File: config.mk
export PLATFORM = sky130hd
export DESIGN_NAME = base64_header_block_encoder_core
export DESIGN_NICKNAME = d
export VERILOG_FILES = /design/src/hdl/b64e_pkg.sv /design/src/hdl/b64e_front.sv /design/src/hdl/b64e_queue.sv /design/src/hdl/b64e_back.sv /design/src/hdl/base64_header_block_encoder_core.sv
export SDC_FILE = /design/constraint.sdc
export NUM_CORES = 1
export LEC_CHECK = 0
export BUFFER_PORTS_ARGS = -buffer_cell sky130_fd_sc_hd__buf_2
export CAP_MARGIN = 20
export CORE_MARGIN = 3
export CORE_UTILIZATION = 50
export CTS_CLUSTER_DIAMETER = 200
export DETAILED_ROUTE_END_ITERATION = 6
export MAX_ROUTING_LAYER = met4
export PLACE_DENSITY_LB_ADDON = 0.05
export SLEW_MARGIN = 20
export SYNTH_ARGS = -nofsm -noshare
export SYNTH_HDL_FRONTEND = slang
export SYNTH_HIERARCHICAL = 1
export SYNTH_SLANG_ARGS = --single-unit
File: constraint.sdc
create_clock -name clk -period 15.91 [get_ports clk]
set_input_delay 1.591 -clock clk [delete_from_list [all_inputs] [get_ports clk]]
set_output_delay 1.591 -clock clk [all_outputs]
set_load 0.01 [all_outputs]
File: src/hdl/b64e_pkg.sv
package b64e_pkg;

	localparam int HDR_CHARS = 24;
	localparam int JOB_CHARS = 28;
	localparam logic [7:0] PAD_CHAR = 8'h3D;

	typedef enum logic [1:0] {
		REG_RAW_LENGTH     = 2'd0,
		REG_PAYLOAD_LENGTH = 2'd1
	} reg_index_t;

	typedef struct packed {
		logic [7:0] data_byte;
		logic       is_final;
	} in_word_t;

	typedef struct packed {
		logic [7:0] out_char;
		logic       end_of_block;
	} out_word_t;

	typedef struct packed {
		logic        hdr;
		logic        grp;
		logic        last;
		logic [1:0]  n;
		logic [23:0] bytes;
		logic [30:0] raw;
		logic [30:0] pay;
	} job_t;

	typedef struct packed {
		logic valid;
	} q_ctl_t;

	function automatic logic [7:0] b64_char(input logic [5:0] v);
		logic [7:0] c;
		if (v < 6'd26) begin
			c = 8'h41 + {2'b00, v};
		end else if (v < 6'd52) begin
			c = 8'h61 + {2'b00, v - 6'd26};
		end else if (v < 6'd62) begin
			c = 8'h30 + {2'b00, v - 6'd52};
		end else if (v == 6'd62) begin
			c = 8'h2B;
		end else begin
			c = 8'h2F;
		end
		return c;
	endfunction

endpackage

File: src/hdl/b64e_front.sv
module b64e_front (
	input  logic               clk,
	input  logic               arst_n,
	input  logic               in_valid,
	output logic               in_stall,
	input  b64e_pkg::in_word_t in_word,
	input  logic               cfg_valid,
	output logic               cfg_ready,
	input  logic [1:0]         cfg_index,
	input  logic [31:0]        cfg_data,
	input  logic               q_full,
	output logic               q_push,
	output b64e_pkg::job_t     q_job
);
	import b64e_pkg::*;

	logic [30:0] raw_q;
	logic [30:0] pay_q;
	logic [15:0] pend_q;
	logic [1:0]  cnt_q;
	logic        hdr_sent_q;

	logic        accept;
	logic [7:0]  b0;
	logic [7:0]  b1;
	logic [7:0]  b2;
	logic [1:0]  cnt_next;
	logic        grp;

	assign cfg_ready = 1'b1;
	assign in_stall  = q_full;
	assign accept    = in_valid && !in_stall;

	always_comb begin
		b0 = in_word.data_byte;
		b1 = 8'h00;
		b2 = 8'h00;
		unique case (cnt_q)
			2'd0: begin
				b0 = in_word.data_byte;
			end
			2'd1: begin
				b0 = pend_q[15:8];
				b1 = in_word.data_byte;
			end
			default: begin
				b0 = pend_q[15:8];
				b1 = pend_q[7:0];
				b2 = in_word.data_byte;
			end
		endcase
	end

	assign cnt_next = (cnt_q == 2'd3) ? 2'd3 : ((cnt_q > 2'd2) ? 2'd3 : cnt_q + 2'd1);
	assign grp      = (cnt_next == 2'd3) || in_word.is_final;

	assign q_push      = accept && (grp || !hdr_sent_q);
	assign q_job.hdr   = !hdr_sent_q;
	assign q_job.grp   = grp;
	assign q_job.last  = in_word.is_final;
	assign q_job.n     = cnt_next;
	assign q_job.bytes = {b0, b1, b2};
	assign q_job.raw   = raw_q;
	assign q_job.pay   = pay_q;

	always_ff @(posedge clk or negedge arst_n) begin
		if (!arst_n) begin
			raw_q      <= '0;
			pay_q      <= '0;
			pend_q     <= '0;
			cnt_q      <= '0;
			hdr_sent_q <= 1'b0;
		end else begin
			if (cfg_valid && cfg_ready) begin
				if (cfg_index == REG_RAW_LENGTH) begin
					raw_q <= cfg_data[30:0];
				end else if (cfg_index == REG_PAYLOAD_LENGTH) begin
					pay_q <= cfg_data[30:0];
				end
			end
			if (accept) begin
				if (grp) begin
					pend_q <= '0;
					cnt_q  <= '0;
				end else begin
					pend_q <= {b0, b1};
					cnt_q  <= cnt_next;
				end
				hdr_sent_q <= !in_word.is_final;
			end
		end
	end

endmodule

File: src/hdl/b64e_queue.sv
module b64e_queue #(
	parameter int DEPTH = 2
) (
	input  logic                  clk,
	input  logic                  arst_n,
	input  logic                  push,
	input  b64e_pkg::job_t        push_job,
	output logic                  full,
	output b64e_pkg::q_ctl_t      ctl_out,
	input  logic                  pop,
	output b64e_pkg::job_t        head_job
);
	import b64e_pkg::*;

	localparam int PW = (DEPTH > 1) ? $clog2(DEPTH) : 1;
	localparam int CW = $clog2(DEPTH + 1);

	job_t          mem_q [DEPTH];
	logic [PW-1:0] wr_q;
	logic [PW-1:0] rd_q;
	logic [CW-1:0] cnt_q;

	function automatic logic [PW-1:0] bump(input logic [PW-1:0] p);
		return (p == PW'(DEPTH - 1)) ? '0 : p + PW'(1);
	endfunction

	assign full          = (cnt_q == CW'(DEPTH));
	assign ctl_out.valid = (cnt_q != '0);
	assign head_job      = mem_q[rd_q];

	always_ff @(posedge clk) begin
		if (push) begin
			mem_q[wr_q] <= push_job;
		end
	end

	always_ff @(posedge clk or negedge arst_n) begin
		if (!arst_n) begin
			wr_q  <= '0;
			rd_q  <= '0;
			cnt_q <= '0;
		end else begin
			if (push) begin
				wr_q <= bump(wr_q);
			end
			if (pop) begin
				rd_q <= bump(rd_q);
			end
			if (push && !pop) begin
				cnt_q <= cnt_q + CW'(1);
			end else if (pop && !push) begin
				cnt_q <= cnt_q - CW'(1);
			end
		end
	end

endmodule

File: src/hdl/b64e_back.sv
module b64e_back (
	input  logic                clk,
	input  logic                arst_n,
	input  b64e_pkg::q_ctl_t    q_ctl,
	input  b64e_pkg::job_t      head_job,
	output logic                q_pop,
	output logic                out_valid,
	input  logic                out_stall,
	output b64e_pkg::out_word_t out_word
);
	import b64e_pkg::*;

	job_t        job_q;
	logic        busy_q;
	logic [4:0]  pos_q;
	logic        out_valid_q;
	out_word_t   out_word_q;

	logic         adv;
	logic         last_char;
	logic [143:0] hs;
	logic [143:0] hsh;
	logic [23:0]  gsh;
	logic [1:0]   gi;
	logic [5:0]   sextet;
	logic         pad;
	out_word_t    nxt;

	function automatic logic [31:0] le32(input logic [30:0] x);
		return {x[7:0], x[15:8], x[23:16], 1'b0, x[30:24]};
	endfunction

	assign adv       = !out_valid_q || !out_stall;
	assign q_pop     = !busy_q && q_ctl.valid;
	assign last_char = (pos_q == 5'(JOB_CHARS - 1)) ||
	                   ((pos_q == 5'(HDR_CHARS - 1)) && !job_q.grp);
	assign gi        = pos_q[1:0];

	always_comb begin
		hs  = {32'h01000000, le32(job_q.raw), le32(job_q.raw), le32(job_q.pay), 16'h0000};
		hsh = hs << (8'(pos_q) * 8'd6);
		gsh = job_q.bytes << (5'(gi) * 5'd6);
		if (pos_q < 5'(HDR_CHARS)) begin
			sextet = hsh[143:138];
			pad    = (pos_q >= 5'(HDR_CHARS - 2));
		end else begin
			sextet = gsh[23:18];
			pad    = ((gi == 2'd2) && (job_q.n < 2'd2)) ||
			         ((gi == 2'd3) && (job_q.n < 2'd3));
		end
		nxt.out_char     = pad ? PAD_CHAR : b64_char(sextet);
		nxt.end_of_block = (pos_q == 5'(JOB_CHARS - 1)) && job_q.last;
	end

	always_ff @(posedge clk) begin
		if (q_pop) begin
			job_q <= head_job;
		end
		if (adv && busy_q) begin
			out_word_q <= nxt;
		end
	end

	always_ff @(posedge clk or negedge arst_n) begin
		if (!arst_n) begin
			busy_q      <= 1'b0;
			pos_q       <= '0;
			out_valid_q <= 1'b0;
		end else begin
			if (q_pop) begin
				busy_q <= 1'b1;
				pos_q  <= head_job.hdr ? 5'd0 : 5'(HDR_CHARS);
			end else if (busy_q && adv) begin
				pos_q <= pos_q + 5'd1;
				if (last_char) begin
					busy_q <= 1'b0;
				end
			end
			if (adv) begin
				out_valid_q <= busy_q;
			end
		end
	end

	assign out_valid = out_valid_q;
	assign out_word  = out_word_q;

endmodule

File: src/hdl/base64_header_block_encoder_core.sv
// A word's bytes are written to the job queue, then to the back's job register, and each
// character in the output register. One character per cycle while out_stall is low;
// a job is taken only after the last ends; a group gives 4 characters, the header 24.
// Input stalls only while the job queue between front and back is full.
// arst_n clears queue, grouping state, header flag, registers and output valid.
module base64_header_block_encoder_core #(
	parameter int QDEPTH = 2
) (
	input  logic                clk,
	input  logic                arst_n,
	input  logic                in_valid,
	output logic                in_stall,
	input  b64e_pkg::in_word_t  in_word,
	output logic                out_valid,
	input  logic                out_stall,
	output b64e_pkg::out_word_t out_word,
	input  logic                cfg_valid,
	output logic                cfg_ready,
	input  logic [1:0]          cfg_index,
	input  logic [31:0]         cfg_data
);
	import b64e_pkg::*;

	logic   q_full;
	logic   q_push;
	logic   q_pop;
	job_t   push_job;
	job_t   head_job;
	q_ctl_t q_ctl;

	b64e_front u_front (
		.clk       (clk),
		.arst_n    (arst_n),
		.in_valid  (in_valid),
		.in_stall  (in_stall),
		.in_word   (in_word),
		.cfg_valid (cfg_valid),
		.cfg_ready (cfg_ready),
		.cfg_index (cfg_index),
		.cfg_data  (cfg_data),
		.q_full    (q_full),
		.q_push    (q_push),
		.q_job     (push_job)
	);

	b64e_queue #(
		.DEPTH (QDEPTH)
	) u_queue (
		.clk      (clk),
		.arst_n   (arst_n),
		.push     (q_push),
		.push_job (push_job),
		.full     (q_full),
		.ctl_out  (q_ctl),
		.pop      (q_pop),
		.head_job (head_job)
	);

	b64e_back u_back (
		.clk       (clk),
		.arst_n    (arst_n),
		.q_ctl     (q_ctl),
		.head_job  (head_job),
		.q_pop     (q_pop),
		.out_valid (out_valid),
		.out_stall (out_stall),
		.out_word  (out_word)
	);

endmodule

==> metrics.md, run 1 <==
| Metric | Value |
|---|---|
| Global route total overflow | `0` |
| RSZ-0062 raised after global routing | `no` |
| Reg-to-Reg End | `u_back/out_word[6]` |
| # diodes | `0` |
| Gpl congestion | `0.841` |
| Chip Width | `192 um` |
| YS warnings | `6` |
| Routed vias/inst | `5.66` |
| Yosys reg bits | `373` |
| Post-synth EDFFs | `281` |
| Fmax | `0.158 GHz` |
| Top Family by Delay on Critical Path | `compound AO/OA/AOI/OAI gates` |
| Critical path arrival | `6570 ps` |
| Final Max Tran Viols | `0` |
| Synth top area cells | `edfxtp_1, dfrtp_1, mux2_4` |
| Critical Path Fanout Max | `38` |
| CTS Hold Bufs | `0` |
| Largest net degree at the start of global routing | `66` |
| Worst Path Required | `16160 ps` |
| CP Cell Sequence | `inv_1 -> ha_1 -> buf_4 -> inv_1 -> o21ai_0 -> mux4_2 -> o21ai_0 -> o32ai_1 -> inv_1 -> ha_1 -> and3_1 -> a221o_2 -> and2_4 -> o41a_1 -> o21ai_2 -> a21oi_1` |
| Post-synthesis sequential area ratio | `62.0%` |
| Max incr delay on CP | `870 ps` |
| Min-delay src | `u_front/pay_q[21]` |
| First-pass GRT wire length | `52.7 mm` |
| CTS resizes | `0` |
| ANT nets after route | `0` |
| I/O pins | `60` |
| Sink Count | `373` |
| Crit path buffers/inverters | `4` |
| R2R Setup Slk | `9590 ps` |
| Initial detailed-routing violation count | `580` |
| DR vias | `9083` |
| # port buffers | `57` |
| Critical Path End Type | `flip-flop` |
| DRT Pass-1 Iters | `5` |
| Lkg Pwr | `7.25 nW` |
| Core box area | `0.0339 mm2` |
| Syn nets | `1143` |
| Fin crit share | `39.7%` |
| H-tree depth | `2` |
| Top cell type's share of synthesized area | `48.7%` |
| Worst vdd ir | `0.169 mV` |
| Commonest non-fill, non-tap cell in the layout | `edfxtp_1` |
| Share of flip-flops with an asynchronous set or reset | `24.7%` |
| Total wire length | `33.7 mm` |
| Clock buffer depth | `3` |
| Area growth syn-to-layout | `9.69%` |
| Synth Flop Type | `edfxtp_1` |
| Reg area | `0.0107 mm2` |
| Status | `finished, final reports clean` |
| Count of cell types in the netlist | `89` |
| Setup Buffers After CTS | `0` |
| Clock transition at path regs | `60 ps` |
| Footprint of the multi-input gates | `0.00593 mm2` |
| Hold path depth | `0` |
| Most frequent cells in the layout | `edfxtp_1, dfrtp_1, mux2_2` |
| # setup viols final | `0` |
| Standard-cell rows | `67` |
| Syn_area_per_cell | `16.2 um2` |
| Post-Place Setup Slack | `9650 ps` |
| Type of the worst setup path | `flip-flop to flip-flop` |
| CP dominant cell by count | `inv_1` |
| Initial Util | `51.1%` |
| Max_slew headroom | `28.7%` |
| Reg2reg path depth | `16` |
| Clk_lat worst skew | `520 ps` |
| Post-route worst setup slack | `9590 ps` |
| Post-Syn Instances | `1072` |
| Worst hold path type | `flip-flop to flip-flop` |
| Tightest Pin Transition | `1070 ps` |
| TritonCTS Buffers | `39` |
| Initial antenna violation count | `0` |
| Final hold viol count | `0` |
| Reg-to-Reg Start | `u_back/pos_q[0]` |
| Hpwl dp | `21.8 mm` |
| Crit path max-delay cell type | `o32ai_1` |
| Pwr/cell area | `235 mW/mm2` |
| Fillers | `2748` |
| Root Driver | `clkbuf_16` |
| DR DRC count | `0` |
| Layout cell share with drive strength beyond 1 | `31.8%` |
| Worst Hold Path EP | `u_queue/mem_q[1][21]` |
| Synthesized area | `0.0173 mm2` |
| Tmin final | `6320 ps` |
| Die Area | `0.0369 mm2` |
| Maxcap violations | `0` |
| Drt wl/cell | `21.0 um` |
| Hold slack | `465 ps` |
| Setup TNS Final | `0 ps` |
| GRT Total Usage | `19.2%` |
| Vias in the first global route | `8837` |
| CTS tree | `done` |
| CP Launch Type | `flip-flop` |
| Post-synth top area cell | `edfxtp_1` |
| DIE HEIGHT | `192 um` |
| Final nets | `1199` |
| Clock skew | `12.0 ps` |
[kinds of logic after synthesis]
| family | synth area share (%) |
|---|---|
| XOR/XNOR | 1.29 |
| other | 0.0217 |
| buffers and inverters | 3.86 |
| multiplexers | 19.8 |
| AND/OR/NAND/NOR | 5.55 |
| adder cells (fa/ha/maj) | 1.66 |
| flip-flops | 62.0 |
| AO/OA/AOI/OAI | 5.86 |
[registers in the layout, indices dropped and copies added, names as in the netlist]
name,cells
u_front/cnt_q,2
u_queue/wr_q,1
u_back/hs,62
u_back/out_word,9
u_front/raw_q,31
u_back/pos_q,5
u_back/out_valid,1
u_back/job_q,28
u_front/pend_q,16
u_queue/rd_q,1
u_front/hdr_sent_q,1
u_back/busy_q,1
u_front/pay_q,31
u_queue/mem_q,182
u_queue/cnt_q,2
[metal layers]
metal | vias up | part of all wire [%] | routed length [um] | GRT usage (%)
li1 | 4221 | - | - | -
met1 | 4658 | 48 | 16200 | 28.1
met2 | 163 | 47 | 15800 | 29.1
met3 | 41 | 3.7 | 1260 | 2.61
met4 | 0 | 1.4 | 481 | 3.78
met5 | - | 0 | 0 | -
[layout make-up]
| type | instances | area share (%) |
|---|---|---|
| clock buffers | 55 | 5.72 |
| clock inverters | 14 | 0.724 |
| well taps | 448 | 2.95 |
| multi-input cells | 617 | 31.2 |
| flip-flops and latches | 373 | 56.6 |
| inverters | 24 | 0.474 |
| repair buffers | 73 | 2.32 |
[worst max-delay path by stage]
stage,from,to,cells after the start
floorplan,in_valid,u_queue/mem_q[0][0],5
global placement,u_back/pos_q[0],u_back/out_word[4],16
detailed placement,u_back/pos_q[0],u_back/out_word[6],16
CTS,u_back/pos_q[0],u_back/out_word[6],16
global route,u_back/pos_q[0],u_back/out_word[4],16
finish,u_back/pos_q[0],u_back/out_word[6],16
[synthesized netlist by cell type, types with 5 or more instances]
library cell	count
mux2_2	86
edfxtp_1	281
buf_4	11
nand4_1	5
nand2_1	76
o21ai_1	7
nor2_1	19
nor3_1	6
buf_12	8
a22o_1	7
a211oi_1	6
a31oi_1	6
ha_1	23
clkbuf_8	6
xnor2_1	6
a21oi_1	23
nand3_1	32
o21ai_0	30
buf_2	10
xor2_1	12
mux2_4	80
buf_6	14
and2_1	10
nor2b_1	8
inv_1	23
mux4_1	5
mux2i_1	41
clkbuf_1	8
o22ai_1	6
mux4_2	31
dfrtp_1	92
[metrics by stage]
stage / power (mW) / std cells / utilization, % / cell area, um2
2_1_floorplan: 3.26 / 1072 / - / 17300
3_3_place_gp: 3.59 / 1533 / 52.3 / 17700
3_5_place_dp: 3.61 / 1533 / 52.3 / 17700
4_1_cts: 4.50 / 1602 / 56.0 / 18900
5_1_grt: 4.75 / 1604 / 56.1 / 19000
6_report: 4.47 / 1604 / 56.1 / 19000
[where the power goes]
part,total [mW],internal (mW),switching (mW)
Clock,0.866,0.510,0.356
Sequential,1.60,1.42,0.174
Combinational,2.00,0.894,1.11
Note: power is estimated with default switching activity, not from simulation.
==> run 2, diff against run 1 <==
==> constraint.sdc (replaced) <==
create_clock -name clk -period 5.65 [get_ports clk]
set_input_delay 0.565 -clock clk [delete_from_list [all_inputs] [get_ports clk]]
set_output_delay 0.565 -clock clk [all_outputs]
set_load 0.01 [all_outputs]
==> run 2 against run 1 <==
  * Count of clock-buffer cells in the layout up 2
  * Non-clock buffer count rose by 4
  * Fmax rose by 30%
  * Hold slack worse by 390 ps
  * Utilization grew 0.41 points
  * Total power grew to 2.9 times the previous value
  * Clock skew grew 2.7 ps
  * Worst setup slack got worse by 8800 ps
  * Routed wire length up 0.44%
  * Die area unchanged
  * Register-to-register slack worse by 8800 ps
  * Global-route usage grew 0.31 points
  * Critical endpoint unchanged
  * Largest cell class unchanged
==> metrics.md, run 2 (synthesis gave the netlist of run 1 again) <==
| Metric | Value |
|---|---|
| Status | `finished, final reports clean` |
| Tmin final | `4870 ps` |
| Final Max Tran Viols | `0` |
| Chip Width | `192 um` |
| Reg2reg path depth | `15` |
| Commonest non-fill, non-tap cell in the layout | `edfxtp_1` |
| H-tree depth | `2` |
| Area growth syn-to-layout | `10.5%` |
| CTS tree | `done` |
| Max reg flops | `182` |
| Clk_lat worst skew | `540 ps` |
| Setup Buffers After CTS | `0` |
| Clock buffer depth | `3` |
| Clock skew | `14.7 ps` |
| DRT Pass-1 Iters | `5` |
| Critical path arrival | `5140 ps` |
| ANT nets after route | `0` |
| Clock transition at path regs | `60 ps` |
| Die Area | `0.0369 mm2` |
| Most flops, register | `u_queue/mem_q` |
| Setup TNS Final | `0 ps` |
| Global route total overflow | `0` |
| CTS Hold Bufs | `0` |
| Initial detailed-routing violation count | `724` |
| CP Launch Type | `flip-flop` |
| Total wire length | `33.9 mm` |
| Fmax | `0.205 GHz` |
| Critical Path End Type | `flip-flop` |
| Tightest Pin Transition | `896 ps` |
| Routed vias/inst | `5.62` |
| Layout cell share with drive strength beyond 1 | `32.1%` |
| Reg area | `0.0107 mm2` |
| Initial Util | `51.1%` |
| Sink Count | `373` |
| # setup viols final | `0` |
| Critical Path Fanout Max | `13` |
| DR DRC count | `0` |
| Standard-cell rows | `67` |
| DR vias | `9052` |
| Type of the worst setup path | `flip-flop to flip-flop` |
| Worst hold path type | `input port to async pin` |
| Maxcap violations | `0` |
| Vias in the first global route | `9140` |
| Fin crit share | `86.2%` |
| Worst vdd ir | `0.347 mV` |
| Max_slew headroom | `40.3%` |
| Largest net degree at the start of global routing | `92` |
| GRT Total Usage | `19.5%` |
| # port buffers | `57` |
| CTS resizes | `0` |
| Pwr Total | `12.7 mW` |
| TritonCTS Buffers | `40` |
| Final nets | `1204` |
| Footprint of the multi-input gates | `0.00593 mm2` |
| Drt wl/cell | `21.0 um` |
| DIE HEIGHT | `192 um` |
| Lkg Pwr | `7.31 nW` |
| Pwr/cell area | `666 mW/mm2` |
| Hpwl dp | `22.2 mm` |
| Root Driver | `clkbuf_16` |
| Most frequent cells in the layout | `edfxtp_1, dfrtp_1, mux2_2` |
| # diodes | `0` |
| Initial antenna violation count | `0` |
| Final hold viol count | `0` |
| Worst Path Required | `5920 ps` |
| R2R Setup Slk | `780 ps` |
| First-pass GRT wire length | `53.5 mm` |
| Gpl congestion | `0.831` |
| RSZ-0062 raised after global routing | `no` |
| I/O pins | `60` |
| Core box area | `0.0339 mm2` |
| Fillers | `2719` |
==> run 2: cell count changes in the layout (fill, tap and decap cells not counted), sizes merged <==
cell / change
buf: +4
bufinv: +1
clkbuf: +2
clkinv: +3
inv: -2
==> run 2: metal layers <==
layer / vias to the layer above / GRT usage (%) / part of all wire [%]
met5: - / - / 0
met4: 0 / 5.27 / 2.2
met3: 50 / 2.59 / 3.7
met2: 174 / 30.0 / 48
met1: 4595 / 27.6 / 46
li1: 4233 / - / -
==> run 2: path summary, 6_finish.rpt <==
kind,startpoint,end
hold / removal,arst_n,u_front/pend_q[13]
setup / recovery,u_back/pos_q[1],u_back/out_word[6]
max in group asynchronous,arst_n,u_front/raw_q[15]
hold reg to reg,u_front/pay_q[23],u_queue/mem_q[1][23]
min in group clk,cfg_data[4],u_front/raw_q[4]
setup reg to reg,u_back/pos_q[1],u_back/out_word[6]
==> run 2: report_power, final <==
part	total [mW]	internal, mW	switching [mW]
Sequential	4.43	4.00	0.424
Combinational	5.71	2.55	3.17
Clock	2.60	1.56	1.04
Total	12.7	8.11	4.63
==> run 2: metrics by stage <==
step / hold WS, ps / cells / util [%] / setup WS (ps) / cell area [um2]
6_report: 79.8 / 1612 / 56.5 / 782 / 19100
5_1_grt: 116 / 1612 / 56.5 / 529 / 19100
4_1_cts: 88.1 / 1612 / 56.5 / 783 / 19100
3_5_place_dp: 450 / 1539 / 52.5 / 784 / 17800
3_3_place_gp: 443 / 1539 / 52.5 / 835 / 17800
2_1_floorplan: 269 / 1072 / - / 1140 / 17300
==> run 2: cell type report <==
| class | instances | share of cell area, % |
|---|---|---|
| Timing Repair Buffer | 77 | 2.42 |
| Clock buffer | 57 | 6.00 |
| Clock inverter | 16 | 1.00 |
| Multi-Input combinational cell | 617 | 31.0 |
| Tap cell | 448 | 2.93 |
| Sequential cell | 373 | 56.2 |
| Inverter | 24 | 0.471 |
==> run 2: critical path, stage by stage, from the launching register on <==
cell and delay [ps]:
dfrtp_1 450, ha_1 450, xnor2_2 700, mux4_2 410
and3_1 230, a2111oi_2 320, a32oi_2 150, nand2_1 170
inv_1 100, ha_1 220, and3_1 140, a221o_2 390
and2_4 200, o41a_1 430, o21ai_2 190, a21oi_1 60
